$ cat src/hw/rtl/bbd_pkg.sv
// Package for the bilinear Bayer demosaic: widths, reset values, register
// indexes and the job record passed from the line-store front end to the pixel unit.
// No dependencies.
package bbd_pkg;

    localparam int DEFAULT_MAX_WIDTH = 1024;

    localparam int SAMPLE_W   = 8;
    localparam int COLUMN_W   = 3 * SAMPLE_W;
    localparam int AW_W       = 11;
    localparam int AH_W       = 12;
    localparam int CFG_DATA_W = 12;
    localparam int CFG_IDX_W  = 1;

    localparam logic [AW_W-1:0] ACTIVE_WIDTH_RST  = 11'd640;
    localparam logic [AH_W-1:0] ACTIVE_HEIGHT_RST = 12'd480;

    localparam logic [CFG_IDX_W-1:0] REG_ACTIVE_WIDTH  = 1'b0;
    localparam logic [CFG_IDX_W-1:0] REG_ACTIVE_HEIGHT = 1'b1;

    typedef logic [SAMPLE_W-1:0] sample_t;
    // raw column: bits 7:0 row y-2, 15:8 row y-1, 23:16 row y
    typedef logic [COLUMN_W-1:0] column_t;

    typedef struct packed {
        column_t col_l;
        column_t col_c;
        column_t col_r;
        logic    end_row;
        logic    last_row;
        logic    top_row;
        logic    y_odd;
        logic    x_odd;
    } job_t;

endpackage

$ cat src/hw/rtl/bbd_pixel.sv
// Pixel unit: walks the one to four pixels of a job, interpolates one per
// cycle unless stalled and holds it in the output register. Uses bbd_pkg.
module bbd_pixel
    import bbd_pkg::*;
(
    input  logic    clk,
    input  logic    rst_n,
    input  logic    job_valid,
    output logic    job_ready,
    input  job_t    job,
    output logic    out_valid,
    input  logic    out_ready,
    output sample_t red,
    output sample_t green,
    output sample_t blue,
    output logic    last_in_run,
    output logic    frame_done
);

    // step bit 1: right-edge pixel, bit 0: pixel of the bottom row
    logic       job_valid_reg;
    job_t       job_reg;
    logic [1:0] step_reg, step_next;
    logic       done;
    logic       adv;

    logic       out_valid_reg;
    sample_t    red_reg, green_reg, blue_reg;
    logic       last_reg, frame_reg;

    column_t    cl, cc, cr;
    column_t    vl, vc, vr;
    logic       lower, edge_px, py_odd, px_odd;
    logic [8:0] hm, vm, dl, dr, dg, gm;
    sample_t    red_c, green_c, blue_c;

    // rows 0..2 of the window as {below, centre, above}; mirrors at the frame edges
    function automatic column_t pick_rows(column_t col, logic bottom, logic top);
        column_t v;
        if (bottom)
        begin
            v = {col[15:8], col[23:16], col[15:8]};
        end
        else
        begin
            v = {col[23:16], col[15:8], top ? col[23:16] : col[7:0]};
        end
        return v;
    endfunction

    always_comb
    begin
        lower = step_reg[0];
        edge_px = step_reg[1];
        done = 1'b1;
        step_next = step_reg;
        if (!lower && job_reg.last_row)
        begin
            step_next = {edge_px, 1'b1};
            done = 1'b0;
        end
        else if (!edge_px && job_reg.end_row)
        begin
            step_next = 2'b10;
            done = 1'b0;
        end
    end

    assign cl = edge_px ? job_reg.col_c : job_reg.col_l;
    assign cc = edge_px ? job_reg.col_r : job_reg.col_c;
    assign cr = edge_px ? job_reg.col_c : job_reg.col_r;

    assign vl = pick_rows(cl, lower, job_reg.top_row);
    assign vc = pick_rows(cc, lower, job_reg.top_row);
    assign vr = pick_rows(cr, lower, job_reg.top_row);

    assign py_odd = lower ? job_reg.y_odd : ~job_reg.y_odd;
    assign px_odd = edge_px ? job_reg.x_odd : ~job_reg.x_odd;

    assign hm = ({1'b0, vl[15:8]} + {1'b0, vr[15:8]}) >> 1;
    assign vm = ({1'b0, vc[7:0]}  + {1'b0, vc[23:16]}) >> 1;
    assign dl = ({1'b0, vl[7:0]}  + {1'b0, vl[23:16]}) >> 1;
    assign dr = ({1'b0, vr[7:0]}  + {1'b0, vr[23:16]}) >> 1;
    assign dg = (dl + dr) >> 1;
    assign gm = (hm + vm) >> 1;

    always_comb
    begin
        case ({py_odd, px_odd})
            2'b00:
            begin
                red_c = hm[7:0]; green_c = vc[15:8]; blue_c = vm[7:0];
            end
            2'b01:
            begin
                red_c = vc[15:8]; green_c = gm[7:0]; blue_c = dg[7:0];
            end
            2'b10:
            begin
                red_c = dg[7:0]; green_c = gm[7:0]; blue_c = vc[15:8];
            end
            default:
            begin
                red_c = vm[7:0]; green_c = vc[15:8]; blue_c = hm[7:0];
            end
        endcase
    end

    assign adv       = job_valid_reg & (~out_valid_reg | out_ready);
    assign job_ready = ~job_valid_reg | (adv & done);

    always_ff @(posedge clk or negedge rst_n)
    begin
        if (!rst_n)
        begin
            job_valid_reg <= 1'b0;
            step_reg      <= '0;
            out_valid_reg <= 1'b0;
        end
        else
        begin
            if (job_ready && job_valid)
            begin
                job_valid_reg <= 1'b1;
                step_reg      <= '0;
            end
            else if (adv && done)
            begin
                job_valid_reg <= 1'b0;
            end
            else if (adv)
            begin
                step_reg <= step_next;
            end

            if (adv)
            begin
                out_valid_reg <= 1'b1;
            end
            else if (out_ready)
            begin
                out_valid_reg <= 1'b0;
            end
        end
    end

    always_ff @(posedge clk)
    begin
        if (job_ready && job_valid)
        begin
            job_reg <= job;
        end
        if (adv)
        begin
            red_reg   <= red_c;
            green_reg <= green_c;
            blue_reg  <= blue_c;
            last_reg  <= done;
            frame_reg <= edge_px & lower;
        end
    end

    assign out_valid   = out_valid_reg;
    assign red         = red_reg;
    assign green       = green_reg;
    assign blue        = blue_reg;
    assign last_in_run = last_reg;
    assign frame_done  = frame_reg;

endmodule

$ cat config.mk
export PLATFORM = sky130hd
export DESIGN_NAME = bbd_pixel
export DESIGN_NICKNAME = d
export VERILOG_FILES = /design/src/hw/rtl/bbd_pkg.sv /design/src/hw/rtl/bbd_pixel.sv
export SDC_FILE = /design/constraint.sdc
export NUM_CORES = 1
export LEC_CHECK = 0
export ABC_AREA = 1
export ABC_CLOCK_PERIOD_IN_PS = 3700
export BUFFER_PORTS_ARGS = -buffer_cell sky130_fd_sc_hd__buf_2
export CAP_MARGIN = 0
export CORE_MARGIN = 2
export CORE_UTILIZATION = 45
export DETAILED_ROUTE_END_ITERATION = 12
export PLACE_DENSITY_LB_ADDON = 0.08
export SETUP_SLACK_MARGIN = 0.4
export SYNTH_ARGS = -nofsm -noshare
export SYNTH_HDL_FRONTEND = slang
export SYNTH_SLANG_ARGS = --single-unit
export TNS_END_PERCENT = 5
$ cat constraint.sdc
create_clock -name clk -period 3.7 [get_ports clk]
set_input_delay 0.555 -clock clk [delete_from_list [all_inputs] [get_ports clk]]
set_output_delay 0.555 -clock clk [all_outputs]
set_load 0.05 [all_outputs]
-- Yosys cells after proc, flatten, opt, wreduce, memory -nomap -nowiden
Cells that the tools add are included.
- $add $sub $neg: 6
- multiply operators: 0
- divide/modulo/power cells: 0
- $lt $le $gt $ge: 0
- eq/ne operators: 4
- shift operators: 0
- multiplexer cells: 25
- bitwise gates (word level): 9
- reductions and logical operators: 15
- operators with widths (kind ; count):
    two-way mux 24 bit ; 6
    adder 8 x 8 -> 9 bit ; 6
    case mux 8 bit (3 select lines) ; 2
    two-way mux 8 bit ; 4
    two-way mux 2 bit ; 5
    two-way mux 1 bit ; 8
    nonzero test 2 bit ; 4
    logical AND 1 bit ; 4
    inverter 1 bit ; 4
    AND reduction 4 bit ; 1
    bitwise AND 1 bit ; 3
    AND reduction 3 bit ; 1
    nonzero test 3 bit ; 1
    == test 2 x 1 -> 1 bit, second input constant ; 1
    == test 2 bit, second input constant ; 1
    zero test 1 bit ; 2
    zero test 2 bit ; 1
    inequality test 2 x 1 -> 1 bit, second input constant ; 1
    inequality test 2 bit, second input constant ; 1
    OR 1 bit ; 2
    OR reduction 2 bit ; 1
- bits in registers: 107
- latch bits: 0
- bits in writable memories: 0
- bits in read-only memories: 0
- bits of input ports: 81
- output and inout port bits: 28
- logic and storage cells: 76
- memories: 0

-- Depth between registers and ports, before layout
Gate-level depths: netlist of run 1.
- word-level depth: 9
- depth in mapped cells: 31
- mapped depth without buffers: 27

-- Least setup slack after synthesis of run 1
No wires, ideal clock.
- path kind: register -> register
- start: register step_reg[1]
- end: register blue_reg[5], in the netlist blue[5], data pin
- library setup time: 0.262 ns
- arrival time: 3.539 ns
- data required time: 3.438 ns
- setup slack: -0.101 ns
- cell stages (with the launch flop): 26
- buffers on the path: 4
- clock period less this slack: 3.801 ns
- cells stage by stage: dfrtp_1 -> buf_6 -> buf_8 -> buf_6 -> buf_4 -> nand2_1 -> inv_1 -> a21oi_1 -> nand2_1 -> nand3_1 -> nand2_1 -> ha_1 -> nand2_1 -> o21ai_0 -> a21oi_1 -> o21bai_1 -> xnor2_1 -> inv_1 -> ha_1 -> a21oi_1 -> o211ai_1 -> or2_2 -> nand3_1 -> nand3_1 -> nand2_1 -> o21ai_0
- longest elaborated chain between the ends: 6
- elaborated cells on any way between the ends: 19
- those cells by class: add/sub (5); eq/ne (2); mux (11); reduce/logical (1)
- ends and longest elaborated chain (element ; RTL line ; RTL):
    from (decl) ; bbd_pixel.sv:23 ; logic [1:0] step_reg, step_next;
    from (signal assigned) ; bbd_pixel.sv:133 ; step_reg <= step_next;
    two-way mux 24 bit (on tied branches) ; bbd_pixel.sv:69, bbd_pixel.sv:71 ;
    two-way mux 8 bit ; bbd_pixel.sv:46 ; v = {col[23:16], col[15:8], top ? col[23:16] : col[7:0]};
    two-way mux 24 bit ; bbd_pixel.sv:40 ; if (bottom)
    adder 8 x 8 -> 9 bit (on tied branches) ; bbd_pixel.sv:82, bbd_pixel.sv:83 ;
    adder 8 x 8 -> 9 bit ; bbd_pixel.sv:84 ; assign dg = (dl + dr) >> 1;
    case mux 8 bit (3 select lines) * ; bbd_pixel.sv:89 ; case ({py_odd, px_odd})
    named net blue_c[5] ; bbd_pixel.sv:35 ; sample_t red_c, green_c, blue_c;
    to (signal assigned) ; bbd_pixel.sv:157 ; blue_reg <= blue_c;
    to (decl) ; bbd_pixel.sv:28 ; sample_t red_reg, green_reg, blue_reg;
Mark *: on every way through the listed nets, which the timed path passes. The rest lies on a longest branch.
A chain may end at the register's enable or synchronous reset.

-- Worst setup path after layout of run 1
Ends and elaborated chain as after synthesis.

==> flow_summary.json, run 1 <==
{
  "status": "complete, but fails checks",
  "violations": "negative setup slack",
  "cp-end-kind": "register",
  "ys_types": 44,
  "synth-seq-cells": 107,
  "die_x_um": 133.0,
  "dr.pass1.iters": 6,
  "grt_use_total_pct": 23.62,
  "rsz0062_at_grt": "yes",
  "critical_path.slowest_cell": "dfrtp_4",
  "synth_cells": 911,
  "clkSinkCount": 107,
  "rows": 47,
  "routedWlPerCell_um": 16.72,
  "worstPathRequired_ns": 3.81,
  "drt_iter0_drc": 547,
  "drc": 0,
  "path_clk_slew_ns": 0.08,
  "avgSynthCellArea_sq_um": 8.219,
  "crit_chain": "clkbuf_16, buf_6, nand2_1, nand3_1, o21ai_2, nand2_2, inv_2, fa_2, o21ai_4, a21oi_2, o21bai_2, xnor2_1, inv_1, ha_4, nand2_4, inv_2, nand4_1, o211ai_1, or2_4, nand3_2, nand3_2, nand2_2, o21ai_2",
  "routed_wl_um": 21940,
  "path_buf_inv": 5,
  "numPortBuffers": 108,
  "grt_pass1_wl_um": 32060,
  "max_stage_delay_ns": 0.63,
  "syn2layout_area_growth_pct": 31.28,
  "final_nets": 1220,
  "syn-cell-area_sq_um": 7487,
  "cap_violations": 0,
  "fin_crit_ns": 3.937,
  "crit_fanout": 8,
  "cts_max_level": 3,
  "ant_nets": 0,
  "cts_buffers": 9,
  "grt_antenna_before_repair": 0,
  "cts_tree": "done",
  "finClkSkew_ns": 0.008237,
  "ios": 109,
  "routabilityCongestion": 0.9988,
  "dieArea_sq_um": 17690,
  "max_freq_mhz": 254.0,
  "final_cells": 1312,
  "fp.dieH_um": 133.0,
  "setup.worst_path.start_class": "register",
  "place_ws_ns": -0.04969,
  "hold_slack_ns": 0.004851,
  "core_region_area_sq_um": 16410,
  "grt_overflow": 0,
  "hp-class": "in2async",
  "first_global_vias": 6091,
  "dpl.hpwl_um": 16840,
  "yosys_warnings": 0,
  "clockBufferDepth": 2,
  "root_buffer": "clkbuf_16",
  "hold_viol_final": 0,
  "vias": 6840,
  "synth_nets": 1044,
  "final_layout_size_suffix_gt1_share_pct": 32.88,
  "dp.cells": 1273,
  "vias_per_cell": 5.213,
  "drv_slew": 0,
  "critPathKind": "reg2reg",
  "antenna_cells": 0,
  "setup_viol": 9,
  "critical_path.top_delay_family": "simple AND/OR/NAND/NOR gates",
  "worst_slack_ns": -0.2366,
  "initial_core_util_pct": 45.63,
  "grt_max_degree": 70,
  "slew_headroom_pct": 39.20,
  "worst_slew_pin_slew_ns": 0.9110,
  "yosysSeqAreaShare_pct": 42.65,
  "arrival_ns": 4.04,
  "finalCritPeriodShare_pct": 106.4,
  "cts_hold_buf": 0,
  "finish.utilization_pct": 59.91,
  "largest_reg_flops": 77,
  "worstSkewPairLatency_ns": 0.36
}
path summary, 6_finish.rpt:
check | startpoint | endpoint | slack, ns | cells after the start
min reg2reg | out_valid | out_valid | 0.52 | 2
max | step_reg[1] | blue[5] | -0.24 | 23
min in group clk | job[16] | job_reg[16] | 0.36 | 1
min | rst_n | step_reg[1] | 0.005 | 1
max in group asynchronous | rst_n | step_reg[1] | 3.53 | 1
max reg2reg | step_reg[1] | blue[5] | -0.24 | 23
metal layers:
metal / up-vias / share of wire (%) / global-route usage (%)
met5: - / 0 / 0
met4: 0 / 3.9 / 9.259
met3: 50 / 5.3 / 3.870
met2: 286 / 48 / 37.85
met1: 3077 / 43 / 32.18
li1: 3427 / - / -
cells in the mapped netlist (all sizes together):
cell    number  area [sq um]
a211oi       4         30.03
nand4        9         56.30
nor2        30         112.6
nand3       62         315.3
o21bai       5         37.54
o221ai       4         35.03
o21ai       90         461.7
nor3         3         15.01
o21a         3         22.52
clkbuf       9         33.78
inv         94         357.8
a31oi        1         6.260
a221oi       1         8.760
a22o         1         8.760
ha          46         575.6
or2         13         81.33
mux2i        1         10.01
fa           6         120.1
o211ai      10         75.07
edfxtp     103          3093
xnor2        9         78.83
xor2        13         147.6
clkinv       2         7.510
o22ai        7         43.79
dfrtp        4         100.1
a21oi       53         272.8
buf         26         188.9
nand3b       2         15.01
a41oi        2         17.52
nand2      298          1159
final cells by class:
cell class	count	area, sq um
Inverter	96	381.6
Fill cell	1454	6578
Sequential cell	107	3197
Tap cell	220	275.3
Clock buffer	10	229.0
Timing Repair inverter	2	25.02
Timing Repair Buffer	198	1371
Clock inverter	6	48.80
Multi-Input combinational cell	673	4302
placed cells by master, fill, tap and decap left out, drive strengths merged:
cell | Yosys | final
a221oi | 1 | 1
mux2i | 1 | 1
xnor2 | 9 | 9
xor2 | 13 | 13
ha | 46 | 46
o221ai | 4 | 4
a41oi | 2 | 2
nor2 | 30 | 30
or2 | 13 | 13
o211ai | 10 | 10
clkbuf | 9 | 13
edfxtp | 103 | 103
nand3b | 2 | 2
fa | 6 | 6
nand4 | 9 | 9
o21ai | 90 | 90
buf | 26 | 195
o22ai | 7 | 7
nor3 | 3 | 3
inv | 94 | 95
a211oi | 4 | 4
clkinv | 2 | 6
nand2 | 298 | 298
clkinvlp | 0 | 3
nand3 | 62 | 62
dfrtp | 4 | 4
o21bai | 5 | 5
o21a | 3 | 3
a31oi | 1 | 1
a22o | 1 | 1
a21oi | 53 | 53
stage by stage:
stage	setup TNS [ns]	cell area, sq um
after detailed placement	-0.05877	8753
after CTS	-0.04072	9090
final	-0.7361	9829
after global placement	-0.1051	8753
after floorplan	0	7604
after global routing	-3.841	9829
repair_timing:
| action | 4_1_cts | 5_1_grt |
|---|---|---|
| setup buffers | 0 | 18 |
| setup endpoints to repair | 21 | 22 |
| gates cloned | 0 | 5 |
| pin swaps | 1 | 49 |
| resized for setup | 15 | 122 |
cells by family (layout without fill, tap and decap cells):
logic type,count (synthesis),in the layout,synth area share (%)
mux,1,1,0.1337
flops,107,107,42.65
buf+inv,131,312,7.854
fa+ha+maj,52,52,9.291
compound gates,181,181,13.62
simple gates,417,417,23.43
xor+xnor,22,22,3.025
Power of run 1 is left out: the tool's default activity adds up to more than one toggle a clock period on the data nets, which glitch-free logic cannot reach.
==> run 2: changes to the inputs <==
==> constraint.sdc (replaced) <==
create_clock -name clk -period 3.7 [get_ports clk]
set_input_delay 0.74 -clock clk [delete_from_list [all_inputs] [get_ports clk]]
set_output_delay 0.74 -clock clk [all_outputs]
set_load 0.05 [all_outputs]
==> run 2 against run 1 <==
Compared with the run above: sequential cell count is the same; sequential share of layout area down 1.8 points; critical path type unchanged; final cell count rose by 5.0%; register-to-register slack improved by 0.17 ns; first-iteration DRC count fell by 23%; global-route usage rose by 1.3 points; hold slack improved by 0.16 ns; setup slack better by 0.17 ns; die area unchanged; largest cell class unchanged; the flow still finishes with violations (negative setup slack); clock-buffer cell count shrank 1; wire length decreased by 0.47%.
==> flow_summary.json, run 2 (synthesis gave the netlist of run 1 again) <==
{
  "rr_startpoint": "step_reg[1]",
  "finalCritPeriodShare_pct": 101.7,
  "drt_iter0_drc": 419,
  "final_cells": 1377,
  "antenna_cells": 0,
  "status": "complete, but fails checks",
  "top_usage_layer": "met2",
  "setup.worst_path.start_class": "register",
  "vias_per_cell": 5.029,
  "gr-usage-met1_pct": 31.27,
  "cp-end-kind": "register",
  "placed_cell_area_sq_um": 9236,
  "fp.dieH_um": 133.0,
  "cts_buffers": 9,
  "routed_wl_um": 21840,
  "rsz0062_at_grt": "yes",
  "critPathKind": "reg2reg",
  "dieArea_sq_um": 17690,
  "worstSkewPairLatency_ns": 0.37,
  "grt_pass1_wl_um": 34080,
  "worst_slew_pin_slew_ns": 0.6333,
  "initial_core_util_pct": 45.63,
  "routedWlPerCell_um": 15.86,
  "hold_viol_final": 0,
  "max_freq_mhz": 265.8,
  "core_region_area_sq_um": 16410,
  "startpoint": "step_reg[1]",
  "final_cell_mix": "nand2_1 (268), buf_4 (135), buf_2 (108)",
  "routabilityCongestion": 0.9079,
  "worstPathRequired_ns": 3.82,
  "die_x_um": 133.0,
  "layout_commonest_cell": "nand2_1",
  "root_buffer": "clkbuf_16",
  "clockBufferDepth": 2,
  "syn2layout_area_growth_pct": 39.14,
  "design_area_sq_um": 10420,
  "crit_fanout": 7,
  "drv_slew": 0,
  "cts_max_level": 3,
  "grtUsageMet3_pct": 4.176,
  "slew_headroom_pct": 57.49,
  "met2_usage_pct": 43.18,
  "dp.cells": 1344,
  "vias": 6925,
  "drc": 0,
  "grt_overflow": 0,
  "cap_violations": 0,
  "setup_viol": 3,
  "final_layout_size_suffix_gt1_share_pct": 37.42,
  "rows": 47,
  "finClkSkew_ns": 0.01304,
  "largest_reg_flops": 77,
  "grt_max_degree": 46,
  "worst_slack_ns": -0.06267,
  "first_global_vias": 6803,
  "grt_use_total_pct": 24.93,
  "arrival_ns": 3.88,
  "fin_crit_ns": 3.763,
  "dr.pass1.iters": 5,
  "cts_tree": "done",
  "clkSinkCount": 107,
  "numPortBuffers": 108,
  "hold_slack_ns": 0.1608,
  "dpl.hpwl_um": 17130,
  "ios": 109,
  "cts_hold_buf": 0,
  "hp-class": "in2async",
  "final_nets": 1285,
  "path_clk_slew_ns": 0.08,
  "ant_nets": 0,
  "violations": "negative setup slack",
  "grt_antenna_before_repair": 0
}
-- run 2: per-stage QoR --
stage          worst slack (ns)  TNS, ns  utilization, %
2_1_floorplan           -0.1009  -0.1990               -
3_3_place_gp            -0.1532  -0.8567           56.30
3_5_place_dp            -0.2329   -1.531           56.30
4_1_cts                0.008643        0           61.21
5_1_grt                 -0.3013   -2.064           63.49
6_report               -0.06267  -0.1136           63.49
-- run 2: per-layer routing --
metal,part of all wire (%),vias up
met1,44,3164
li1,-,3549
met4,3.4,0
met3,4.6,40
met2,48,172
met5,0,-
-- run 2: worst max-delay path: stages (launching register included) --
cell and delay (ns):
dfrtp_2 0.52, buf_6 0.17, o21ai_0 0.20, buf_4 0.15
nand2_1 0.10, o21ai_0 0.17, ha_4 0.28, a21oi_2 0.11
nand2_1 0.10, a21oi_2 0.20, o21bai_2 0.09, buf_4 0.14
a21oi_1 0.11, o21bai_1 0.09, ha_1 0.37, a21oi_2 0.17
o211ai_1 0.14, a21oi_1 0.16, nand3_1 0.09, o21ai_0 0.09
inv_1 0.06
-- run 2: cell type report --
type	instances	area, sq um
Clock buffer	9	225.2
Clock inverter	7	85.08
Fill cell	1392	5989
Inverter	96	371.6
Multi-Input combinational cell	673	4350
Sequential cell	107	3196
Tap cell	220	275.3
Timing Repair Buffer	264	1908
Timing Repair inverter	1	6.256
-- run 2: worst paths after layout --
path | cells past startpoint | slack [ns] | to
worst max-delay path | 20 | -0.06 | red[7]
worst min-delay path | 1 | 0.16 | out_valid
worst max register to register | 20 | -0.06 | red[7]
worst min register to register | 2 | 0.50 | out_valid
max in group asynchronous | 1 | 3.40 | step_reg[0]
min in group clk | 2 | 0.50 | out_valid
-- run 2: what timing repair did --
| item | 4_1_cts | 5_1_grt |
|---|---|---|
| buffers inserted | 8 | 4 |
| hold endpoints to repair | 0 | 0 |
| endpoints found under the setup margin | 23 | 23 |
| resized for setup | 100 | 67 |
| cloned | 2 | 3 |
| pin swaps | 35 | 25 |
Power of run 2 is left out for the same reason.
